## src/sv/smt_pkg.sv

```systemverilog
// Package: shared constants and types for the split micro TLB.
package smt_pkg;
  localparam int unsigned Entries = 4;
  localparam int unsigned IdxW = $clog2(Entries);
  localparam int unsigned VaBits = 52;
  localparam int unsigned ValidBitPos = 15;
  localparam logic [63:0] VaMask = {64{1'b1}} >> (64 - VaBits);

  localparam logic [1:0] OP_ILOOKUP = 2'd0;
  localparam logic [1:0] OP_DLOOKUP = 2'd1;
  localparam logic [1:0] OP_PURGE   = 2'd2;

  typedef struct packed {
    logic [1:0]  op;
    logic [63:0] vaddr;
    logic        fill_valid;
    logic [63:0] fill_tag;
    logic [63:0] fill_phys;
    logic [63:0] fill_mask;
    logic [15:0] fill_info;
  } req_t;

  typedef struct packed {
    logic        translated;
    logic        local_hit;
    logic [63:0] phys_addr;
    logic [15:0] entry_info;
  } rsp_t;

  // controller to datapath
  typedef struct packed {
    logic load;
    logic exec;
  } cmd_t;
endpackage

```

## src/sv/smt_datapath.sv

```systemverilog
// Datapath: entry arrays, associative match, replacement and result register.
module smt_datapath import smt_pkg::*; (
  input  logic clk_i,
  input  logic rst_ni,
  input  cmd_t cmd_i,
  input  req_t req_i,
  output rsp_t rsp_o
);
  logic [63:0] itag_q [Entries], iphys_q [Entries], imask_q [Entries];
  logic [15:0] iinfo_q [Entries];
  logic [63:0] dtag_q [Entries], dphys_q [Entries], dmask_q [Entries];
  logic [15:0] dinfo_q [Entries];
  logic [IdxW-1:0] rptr_q;
  req_t req_q;
  rsp_t rsp_q;

  logic [Entries-1:0] ihit, dhit, ipm, dpm;
  logic [63:0] cva;
  assign cva = req_q.vaddr & VaMask;

  always_comb begin
    for (int k = 0; k < Entries; k++) begin
      ihit[k] = iinfo_q[k][ValidBitPos] && ((cva & imask_q[k]) == itag_q[k]);
      dhit[k] = dinfo_q[k][ValidBitPos] && ((cva & dmask_q[k]) == dtag_q[k]);
      ipm[k] = iinfo_q[k][ValidBitPos] && ((req_q.vaddr & imask_q[k]) == itag_q[k]);
      dpm[k] = dinfo_q[k][ValidBitPos] && ((req_q.vaddr & dmask_q[k]) == dtag_q[k]);
    end
  end

  // lowest-index priority select
  function automatic logic [IdxW-1:0] first(input logic [Entries-1:0] v);
    logic [IdxW-1:0] r;
    r = '0;
    for (int k = Entries - 1; k >= 0; k--) if (v[k]) r = IdxW'(k);
    return r;
  endfunction

  logic [IdxW-1:0] is_, ds, ips, dps;
  assign is_ = first(ihit);
  assign ds = first(dhit);
  assign ips = first(ipm);
  assign dps = first(dpm);

  always_ff @(posedge clk_i or negedge rst_ni) begin
    if (!rst_ni) begin
      for (int k = 0; k < Entries; k++) begin
        itag_q[k] <= '0; iphys_q[k] <= '0; imask_q[k] <= '0; iinfo_q[k] <= '0;
        dtag_q[k] <= '0; dphys_q[k] <= '0; dmask_q[k] <= '0; dinfo_q[k] <= '0;
      end
      rptr_q <= '0;
    end else if (cmd_i.exec) begin
      unique case (req_q.op)
        OP_ILOOKUP: begin
          if (ihit == '0 && req_q.fill_valid) begin
            itag_q[rptr_q] <= req_q.fill_tag;
            iphys_q[rptr_q] <= req_q.fill_phys;
            imask_q[rptr_q] <= req_q.fill_mask;
            iinfo_q[rptr_q] <= req_q.fill_info;
            rptr_q <= (rptr_q == IdxW'(Entries - 1)) ? '0 : rptr_q + 1'b1;
          end
        end
        OP_DLOOKUP: begin
          if (dhit != '0) begin
            for (int k = 1; k < Entries; k++) begin
              if (IdxW'(k) <= ds) begin
                dtag_q[k] <= dtag_q[k-1]; dphys_q[k] <= dphys_q[k-1];
                dmask_q[k] <= dmask_q[k-1]; dinfo_q[k] <= dinfo_q[k-1];
              end
            end
            dtag_q[0] <= dtag_q[ds]; dphys_q[0] <= dphys_q[ds];
            dmask_q[0] <= dmask_q[ds]; dinfo_q[0] <= dinfo_q[ds];
          end else if (req_q.fill_valid) begin
            for (int k = 1; k < Entries; k++) begin
              dtag_q[k] <= dtag_q[k-1]; dphys_q[k] <= dphys_q[k-1];
              dmask_q[k] <= dmask_q[k-1]; dinfo_q[k] <= dinfo_q[k-1];
            end
            dtag_q[0] <= req_q.fill_tag; dphys_q[0] <= req_q.fill_phys;
            dmask_q[0] <= req_q.fill_mask; dinfo_q[0] <= req_q.fill_info;
          end
        end
        OP_PURGE: begin
          if (ipm != '0) iinfo_q[ips][ValidBitPos] <= 1'b0;
          if (dpm != '0) dinfo_q[dps][ValidBitPos] <= 1'b0;
        end
        default: ;
      endcase
    end
  end

  rsp_t rsp_d;
  always_comb begin
    rsp_d = '0;
    unique case (req_q.op)
      OP_ILOOKUP: begin
        if (ihit != '0) begin
          rsp_d = '{1'b1, 1'b1, iphys_q[is_] | (req_q.vaddr & ~imask_q[is_]), iinfo_q[is_]};
        end else if (req_q.fill_valid) begin
          rsp_d = '{1'b1, 1'b0, req_q.fill_phys | (req_q.vaddr & ~req_q.fill_mask),
                    req_q.fill_info};
        end
      end
      OP_DLOOKUP: begin
        if (dhit != '0) begin
          rsp_d = '{1'b1, 1'b1, dphys_q[ds] | (req_q.vaddr & ~dmask_q[ds]), dinfo_q[ds]};
        end else if (req_q.fill_valid) begin
          rsp_d = '{1'b1, 1'b0, req_q.fill_phys | (req_q.vaddr & ~req_q.fill_mask),
                    req_q.fill_info};
        end
      end
      default: ;
    endcase
  end

  always_ff @(posedge clk_i) begin
    if (cmd_i.load) req_q <= req_i;
    if (cmd_i.exec) rsp_q <= rsp_d;
  end
  assign rsp_o = rsp_q;
endmodule

```

## src/sv/smt_ctrl.sv

```systemverilog
// Controller: sequences capture, lookup and result handoff.
module smt_ctrl import smt_pkg::*; (
  input  logic clk_i,
  input  logic rst_ni,
  input  logic in_valid_i,
  output logic in_ready_o,
  output logic out_valid_o,
  input  logic out_ready_i,
  output cmd_t cmd_o
);
  typedef enum logic [2:0] {
    S_IDLE = 3'b001,
    S_EXEC = 3'b010,
    S_OUT  = 3'b100
  } state_e;
  state_e state_q, state_d;

  assign in_ready_o = (state_q == S_IDLE);
  assign out_valid_o = (state_q == S_OUT);
  assign cmd_o.load = in_ready_o && in_valid_i;
  assign cmd_o.exec = (state_q == S_EXEC);

  always_comb begin
    state_d = state_q;
    unique case (state_q)
      S_IDLE: if (in_valid_i) state_d = S_EXEC;
      S_EXEC: state_d = S_OUT;
      S_OUT:  if (out_ready_i) state_d = S_IDLE;
      default: state_d = S_IDLE;
    endcase
  end

  always_ff @(posedge clk_i or negedge rst_ni) begin
    if (!rst_ni) state_q <= S_IDLE;
    else state_q <= state_d;
  end

  a_exec_once: assert property (@(posedge clk_i) disable iff (!rst_ni)
    cmd_o.exec |=> out_valid_o) else $error("exec not followed by result");
  a_no_load_busy: assert property (@(posedge clk_i) disable iff (!rst_ni)
    out_valid_o |-> !cmd_o.load) else $error("load while result pending");
  a_hold: assert property (@(posedge clk_i) disable iff (!rst_ni)
    out_valid_o && !out_ready_i |=> out_valid_o) else $error("result dropped");
endmodule

```

## src/sv/split_micro_tlb.sv

```systemverilog
// Top level: split instruction/data micro TLB with stream ports.
// A transaction is captured at acceptance, matched and applied to the buffers
// on the next edge, and the result is offered from the cycle after that.
// One transaction is in flight at a time; the input is ready again the cycle
// after the result is taken. The match is fully associative over four entries
// per side; lowest matching entry wins. Data side keeps most recent use in
// slot 0; instruction side refills round robin. Purge clears the valid bit
// of the first match in both buffers and answers all zero.
module split_micro_tlb import smt_pkg::*; (
  input  logic         clk_i,
  input  logic         rst_ni,
  input  logic         s_axis_tvalid,
  output logic         s_axis_tready,
  // tdata: vaddr[63:0], fill_valid[64], fill_tag[128:65], fill_phys[192:129],
  //        fill_mask[256:193], fill_info[272:257], zero pad
  input  logic [279:0] s_axis_tdata,
  input  logic [1:0]   s_axis_tuser,   // op
  output logic         m_axis_tvalid,
  input  logic         m_axis_tready,
  // tdata: translated[0], local_hit[1], phys_addr[65:2], entry_info[81:66], pad
  output logic [87:0]  m_axis_tdata
);
  cmd_t cmd;
  req_t req;
  rsp_t rsp;

  assign req.op = s_axis_tuser;
  assign req.vaddr = s_axis_tdata[63:0];
  assign req.fill_valid = s_axis_tdata[64];
  assign req.fill_tag = s_axis_tdata[128:65];
  assign req.fill_phys = s_axis_tdata[192:129];
  assign req.fill_mask = s_axis_tdata[256:193];
  assign req.fill_info = s_axis_tdata[272:257];

  smt_ctrl u_ctrl (
    .clk_i, .rst_ni,
    .in_valid_i(s_axis_tvalid), .in_ready_o(s_axis_tready),
    .out_valid_o(m_axis_tvalid), .out_ready_i(m_axis_tready),
    .cmd_o(cmd)
  );

  smt_datapath u_dp (.clk_i, .rst_ni, .cmd_i(cmd), .req_i(req), .rsp_o(rsp));

  assign m_axis_tdata = {6'd0, rsp.entry_info, rsp.phys_addr, rsp.local_hit, rsp.translated};
endmodule

```

## config.mk

```make
export PLATFORM = sky130hd
export DESIGN_NAME = split_micro_tlb
export DESIGN_NICKNAME = d
export VERILOG_FILES = /design/src/sv/smt_pkg.sv /design/src/sv/smt_datapath.sv /design/src/sv/smt_ctrl.sv /design/src/sv/split_micro_tlb.sv
export SDC_FILE = /design/constraint.sdc
export NUM_CORES = 2
export LEC_CHECK = 0
export ABC_CLOCK_PERIOD_IN_PS = 15450
export BUFFER_PORTS_ARGS = -buffer_cell sky130_fd_sc_hd__buf_2
export CAP_MARGIN = 20
export CORE_UTILIZATION = 30
export CTS_CLUSTER_SIZE = 10
export DETAILED_ROUTE_END_ITERATION = 8
export PLACE_DENSITY = 0.45
export SETUP_SLACK_MARGIN = 0.2
export SYNTH_ARGS = -nofsm -noshare
export SYNTH_HDL_FRONTEND = slang
export SYNTH_SLANG_ARGS = --single-unit
```

## constraint.sdc

```tcl
create_clock -name clk_i -period 15.45 [get_ports clk_i]
set_clock_uncertainty 0.05 [all_clocks]
set_input_delay 3.8625 -clock clk_i [delete_from_list [all_inputs] [get_ports clk_i]]
set_output_delay 3.8625 -clock clk_i [all_outputs]
set_load 0.02 [all_outputs]
```

# After elaboration in Yosys (flattened, before gate mapping)
# Index checks and enable logic that the tools add are counted.
[classes] n_bitwise=34 mux=82 n_addsub=1 order_cmp=11 n_reduce_logical=41 n_eq_ne=34
[op_table] op="2-to-1 mux 64 bit" count=25
[op_table] op="2-to-1 mux 256 bit" count=6
[op_table] op="== test 64 bit" count=16
[op_table] op="bitwise AND 64 bit" count=13
[op_table] op="bitwise mux 256 bit" count=3
[op_table] op="binary-select mux 64 bit (select 2 bit)" count=5
[op_table] op="bitwise AND 52 x 64 -> 64 bit" count=8
[op_table] op="NOT 64 bit" count=5
[op_table] op="one-hot mux 64 bit (2 select lines)" count=2
[op_table] op="2-to-1 mux 82 bit" count=3
[op_table] op="bitwise OR 64 bit" count=3
[op_table] op="one-hot mux 82 bit (2 select lines)" count=1
[op_table] op="2-to-1 mux 16 bit" count=10
[op_table] op="demux 64 bit (select 2 bit)" count=1
[op_table] op="demux 16 bit (select 2 bit)" count=3
[op_table] op="binary-select mux 16 bit (select 2 bit)" count=2
[op_table] op="bitwise mux 64 bit" count=1
[op_table] op="2-to-1 mux 2 bit" count=17
[op_table] op="logical AND 1 bit" count=21
[op_table] op="AND reduction 4 bit" count=5
[op_table] op="nonzero test 4 bit" count=4
[op_table] op=">= comparator 3 bit, second input constant" count=5
[op_table] op="NOT 2 -> 3 bit" count=5
[op_table] op="AND reduction 5 bit" count=3
[op_table] op="other kinds (20)" count=36
[totals] word_cells=248 register_bits=2026

# Logic depth before layout (Yosys ltp)
[depth] word_depth=16 ltp_mapped=17 mapped_depth_nobuf=10

# Hierarchy
# A second synthesis with hierarchy kept.
[hier_totals] cells_unflattened=8982 hier_area_um2=97847.6
[modules_own_cells] module="smt_datapath" area_per_inst_um2=97642.4 cells_each=8963 instances=1 seq_area_each_um2=52410.3
[modules_own_cells] module="smt_ctrl" area_per_inst_um2=156.4 cells_each=12 instances=1 seq_area_each_um2=76.3
[modules_own_cells] module="split_micro_tlb" area_per_inst_um2=48.8 cells_each=7 instances=1 seq_area_each_um2=0.0

# Least setup slack after synthesis
# No wires, ideal clock.
[synth_timing] path_kind="input-to-reg" startpoint="input port s_axis_tvalid" endpoint="register u_dp.req_q (netlist bit u_dp.cva[0]), enable pin" cell_stages=1 slack_ps=4642 n_path_buf=0 arrival_time_ps=10088 setup_ps=671 path_cell_list="and2_1"
[synth_via] elab_chain_len=1
[synth_lines] item="start, declared" line_no="split_micro_tlb.sv:12" rtl="input logic s_axis_tvalid,"
[synth_lines] item="logical AND 1 bit" line_no="smt_ctrl.sv:20" rtl="assign cmd_o.load = in_ready_o && in_valid_i;"
[synth_lines] item="end signal, assigned" line_no="smt_datapath.sv:115" rtl="if (cmd_i.load) req_q <= req_i;"
[synth_lines] item="end, declared" line_no="smt_datapath.sv:14" rtl="req_t req_q;"
# Every way passes these cells.
# A chain may end at the register's enable or synchronous reset.

# Worst setup path after layout
[layout_timing] startpoint="register u_dp.req_q (netlist bit u_dp.cva[10])" endpoint="register u_dp.rsp_q (netlist bit u_dp.rsp_o[37]), data pin"
[layout_via] elab_chain_len=16 word_cells_on_any_way=57 classes_between="8 x eq/ne; 23 x mux; 16 x bitwise; 10 x reduce/logical"
[layout_lines] item="bitwise AND 52 x 64 -> 64 bit (on tied branches)" line_no="smt_datapath.sv:24, smt_datapath.sv:23"
[layout_lines] item="== test 64 bit (on tied branches)" line_no="smt_datapath.sv:24, smt_datapath.sv:23"
[layout_lines] item="logical AND 1 bit (on tied branches)" line_no="smt_datapath.sv:24, smt_datapath.sv:23"
[layout_lines] item="2-to-1 mux 2 bit (4 in series)" line_no="smt_datapath.sv:34" rtl="for (int k = Entries - 1; k >= 0; k--) if (v[k]) r = IdxW'(k);"
[layout_lines] item="NOT 2 -> 3 bit (on tied branches)" line_no="smt_datapath.sv:104, smt_datapath.sv:96"
[layout_lines] item="binary-select mux 64 bit (select 2 bit) (on tied branches)" line_no="smt_datapath.sv:104, smt_datapath.sv:96"
[layout_lines] item="2-to-1 mux 64 bit (on tied branches) (2 in series)" line_no="smt_datapath.sv:104, smt_datapath.sv:96"
[layout_lines] item="NOT 64 bit (on tied branches)" line_no="smt_datapath.sv:104, smt_datapath.sv:96"
[layout_lines] item="bitwise AND 64 bit (on tied branches)" line_no="smt_datapath.sv:104, smt_datapath.sv:96"
[layout_lines] item="bitwise OR 64 bit (on tied branches)" line_no="smt_datapath.sv:104, smt_datapath.sv:96"
[layout_lines] item="2-to-1 mux 82 bit (on tied branches)" line_no="smt_datapath.sv:103, smt_datapath.sv:95"
[layout_lines] item="one-hot mux 82 bit (2 select lines) *" line_no="smt_datapath.sv:93" rtl="unique case (req_q.op)"
[layout_lines] item="end signal, assigned" line_no="smt_datapath.sv:116" rtl="if (cmd_i.exec) rsp_q <= rsp_d;"
[layout_lines] item="end, declared" line_no="smt_datapath.sv:15" rtl="rsp_t rsp_q;"
# Mark *: on every way between the ends. The rest lies on a longest branch, timed or not. The select of a mux whose other input is x is not followed.

==> metrics.md <==
| Metric | Value |
|---|---|
| R2r startpoint | `u_dp.cva[10]$_DFFE_PP_` |
| Maxcap violations | `0` |
| CTS tree | `done` |
| Wire per inst | `34.8 um` |
| Multi-input logic area | `41,900 um^2` |
| Post-DP HPWL | `326,000 um` |
| Mean Syn Cell Area | `11.4 um^2` |
| Asr flop ratio synth | `0.824` |
| Hold Path End | `u_dp.iphys_q[49]$_DFFE_PN0P_` |
| DR pass1 iterations | `9` |
| Share of cells above drive strength 1 | `0.245` |
| DRT antenna net count | `0` |
| Detailed-route DRC error count | `0` |
| Cell Area, Synth | `97,300 um^2` |
| Crit-path cells | `a21boi_0, nor4_1, nand4_1, nor4_2, nand4_1, buf_4, nand4_1, buf_4, o21a_2, buf_4, nor2_1, a211oi_1, o221ai_1` |
| Root Buffer | `clkbuf_16` |
| WP data required | `16.00 ns` |
| Final net count | `9,073` |
| Setup Buffers After CTS | `0` |
| Post-synth top cells | `dfrtp_1, mux2_2, nand2_1` |
| Core box area | `322,000 um^2` |
| Initial antenna violation count | `81` |
| R2r worst-path depth | `13` |
| Share of Yosys cell area claimed by the top area cell type | `0.429` |
| CP endpoint kind | `flip-flop` |
| Largest net degree at the start of global routing | `163` |
| Number of flops mapped to enable cells by yosys | `357` |
| Vias/cell | `5.74` |
| Worst Path Max Fanout | `60` |
| Total power | `18,600 uW` |
| Final count of negative-setup-slack endpoints | `0` |
| Period minus WS final | `7.89 ns` |
| Rel. slew slack | `0.135` |
| R2R Path End | `u_dp.rsp_o[37]$_SDFFCE_PN0N_` |
| Peak ir drop on the vdd network | `0.163 mV` |
| Detailed-route via count | `76,400` |
| Cell count after synthesis | `8,502` |
| Worst EP arrival | `8.44 ns` |
| Sequential share of the synthesized area | `0.540` |
| Status | `finished clean` |
| Post-Route WL | `464,000 um` |
| Full die area | `327,000 um^2` |
| #FFs+latches synth | `2,026` |
| Cell variety after synth | `91` |
| WHS Path Cells | `2` |
| Slew Viols, Final | `0` |
| CTS H-tree lvls | `5` |
| Leak pwr | `0.0526 uW` |
| RSZ-0062 raised after global routing | `no` |
| Hold Startpoint | `u_dp.iphys_q[49]$_DFFE_PN0P_` |
| P per Cell Area | `166 nW/um^2` |
| Site Rows | `208` |
| Hold Buf Count CTS | `0` |
| Inst Count DP | `12,800` |
| Reg area | `52,500 um^2` |
| CTS Buffer Depth | `4` |
| Fmax | `127 MHz` |
| # fillers | `32,000` |
| Dominant cell type by area after synthesis | `dfrtp_1` |
| Final core utilization | `0.349` |
| Ranking of synthesized cells by area | `dfrtp_1, mux2_2, edfxtp_1` |
| Width of the die | `571 um` |
| Worst Path Buf+Inv | `3` |
| I/O pins | `376` |
| Prevailing post-synth register cell | `dfrtp_1` |
| Post-cts repair resize count | `0` |
| CTS clk-pin slew, worst paths | `0.06 ns` |
| Post-route clock period utilization | `0.511` |
| Final Hold Fails | `0` |
| Worst hold path type | `reg -> reg` |
| Vias in the first global route | `73,400` |
| Synth warn | `0` |
| Delay-heaviest family, CP | `simple AND/OR/NAND/NOR gates` |
| Clock sinks | `2,026` |
| CP startpoint kind | `flip-flop` |
| Setup_tns | `0 ns` |
| Initial drt markers | `9,125` |
| Layout Cells excl Fill | `13,300` |
| Most common cell in the netlist | `dfrtp_1` |
| I/O Buffers | `362` |
| Inserted Clock Buffers | `263` |
| Slew @ Worst Pin | `1.29 ns` |
| Reg2Reg Setup Slack | `7.56 ns` |
| Worst path slowest cell | `edfxtp_1` |
| Worst skew pair latency | `0.94 ns` |
| Grt total ovfl | `0` |
| Synth-to-layout area growth | `15.4%` |
| GPL Wtd Cong | `1.00` |
| CP max stage delay | `0.99 ns` |
| First-pass GRT wire length | `629,000 um` |
| Kind of critical path | `reg -> reg` |
| GRT Util Overall | `0.278` |
| Die H | `571 um` |
| Initial Util | `0.302` |
| Hold Worst Slack | `0.430 ns` |
-- worst min-delay path: stages, from the launching register on --
cell	delay [ns]
dfrtp_1	0.34
nand2_1	0.05
nand2_1	0.06
-- layout make-up --
cell class,count,share of cell area
well taps,4305,0.0480
flip-flops and latches,2026,0.468
diodes,28,0.000624
inverters,123,0.00411
clock inverters,46,0.00619
repair buffers,579,0.0328
multi-input cells,5787,0.373
clock buffers,413,0.0674
-- through the flow --
| step | setup WS (ns) | instance area (um^2) |
|---|---|---|
| after global placement | 7.64 | 104000 |
| after detailed placement | 7.61 | 104000 |
| after CTS | 7.59 | 112000 |
| after global routing | 7.69 | 112000 |
| final | 7.56 | 112000 |
| after floorplan | 4.64 | 97300 |
-- report_power, final --
part           internal (uW)  switching [uW]
Clock                   3440            2570
Sequential              6490            1430
Combinational           1570            3150
Total                  11500            7150
-- worst max-delay path by stage --
stage / from / end / slack [ns] / cells past startpoint
detailed placement: u_dp.cva[11]$_DFFE_PP_ / u_dp.rsp_o[37]$_SDFFCE_PN0N_ / 7.61 / 13
CTS: u_dp.cva[11]$_DFFE_PP_ / u_dp.rsp_o[37]$_SDFFCE_PN0N_ / 7.59 / 13
global placement: u_dp.cva[15]$_DFFE_PP_ / u_dp.rsp_o[44]$_SDFFCE_PN0N_ / 7.64 / 13
global route: u_dp.cva[10]$_DFFE_PP_ / u_dp.rsp_o[37]$_SDFFCE_PN0N_ / 7.69 / 13
finish: u_dp.cva[10]$_DFFE_PP_ / u_dp.rsp_o[37]$_SDFFCE_PN0N_ / 7.56 / 13
floorplan: s_axis_tvalid / u_dp.cva[0]$_DFFE_PP_ / 4.64 / 1
-- flip-flops by register name, summed over array words and instances (netlist names), 82 cells and up --
signal	cells
u_dp.rsp_o	82
u_dp.dtag_q	256
u_dp.iphys_q	256
u_dp.req_q	223
u_dp.dphys_q	256
u_dp.itag_q	256
u_dp.imask_q	256
u_dp.dmask_q	256
-- cell usage in the layout, fill, tap and decap left out, drive strengths merged, types with 15 or more instances in the layout --
cell type	synthesis	routed
nor3	44	44
dfrtp	1668	1668
nor4	199	199
and3b	222	222
o21ai	228	228
mux2i	166	166
xor2	111	111
nand2	1194	1194
a21boi	271	271
nor3b	34	34
nor2	167	167
o31a	16	16
buf	323	579
mux2	1252	1252
and3	119	119
o22ai	56	56
clkinv	0	29
a211oi	97	97
a22oi	105	105
nor2b	112	112
a21oi	365	365
clkbuf	248	413
nand3	209	209
o22a	34	34
a211o	32	32
a32o	20	20
nand4	150	150
a221o	43	43
o211ai	32	32
and2	15	15
a222oi	60	60
a221oi	37	37
o221ai	39	39
a21o	191	191
inv	123	137
a31oi	51	51
diode	0	28
edfxtp	357	357
-- per-layer routing --
metal / GRT usage / vias to the layer above / part of all wire / routed length [um]
met1: 0.387 / 40300 / 0.44 / 203000
met3: 0.0558 / 712 / 0.080 / 37300
li1: - / 31800 / - / -
met5: 0 / - / 0.00037 / 170
met4: 0.120 / 26 / 0.048 / 22100
met2: 0.417 / 3526 / 0.43 / 202000
-- cells by family (layout without fill, tap and decap cells) --
group           after synthesis  count (layout)  synth area share
flops                      2026            2026             0.540
simple gates               2511            2511             0.131
xor+xnor                    116             116            0.0104
buf+inv                     694            1161            0.0327
mux                        1418            1418             0.162
compound gates             1729            1729             0.123
fa+ha+maj                     7               7          0.000900
other cells                   1              34         0.0000386
No activity file was read; power rests on OpenSTA's default activity.
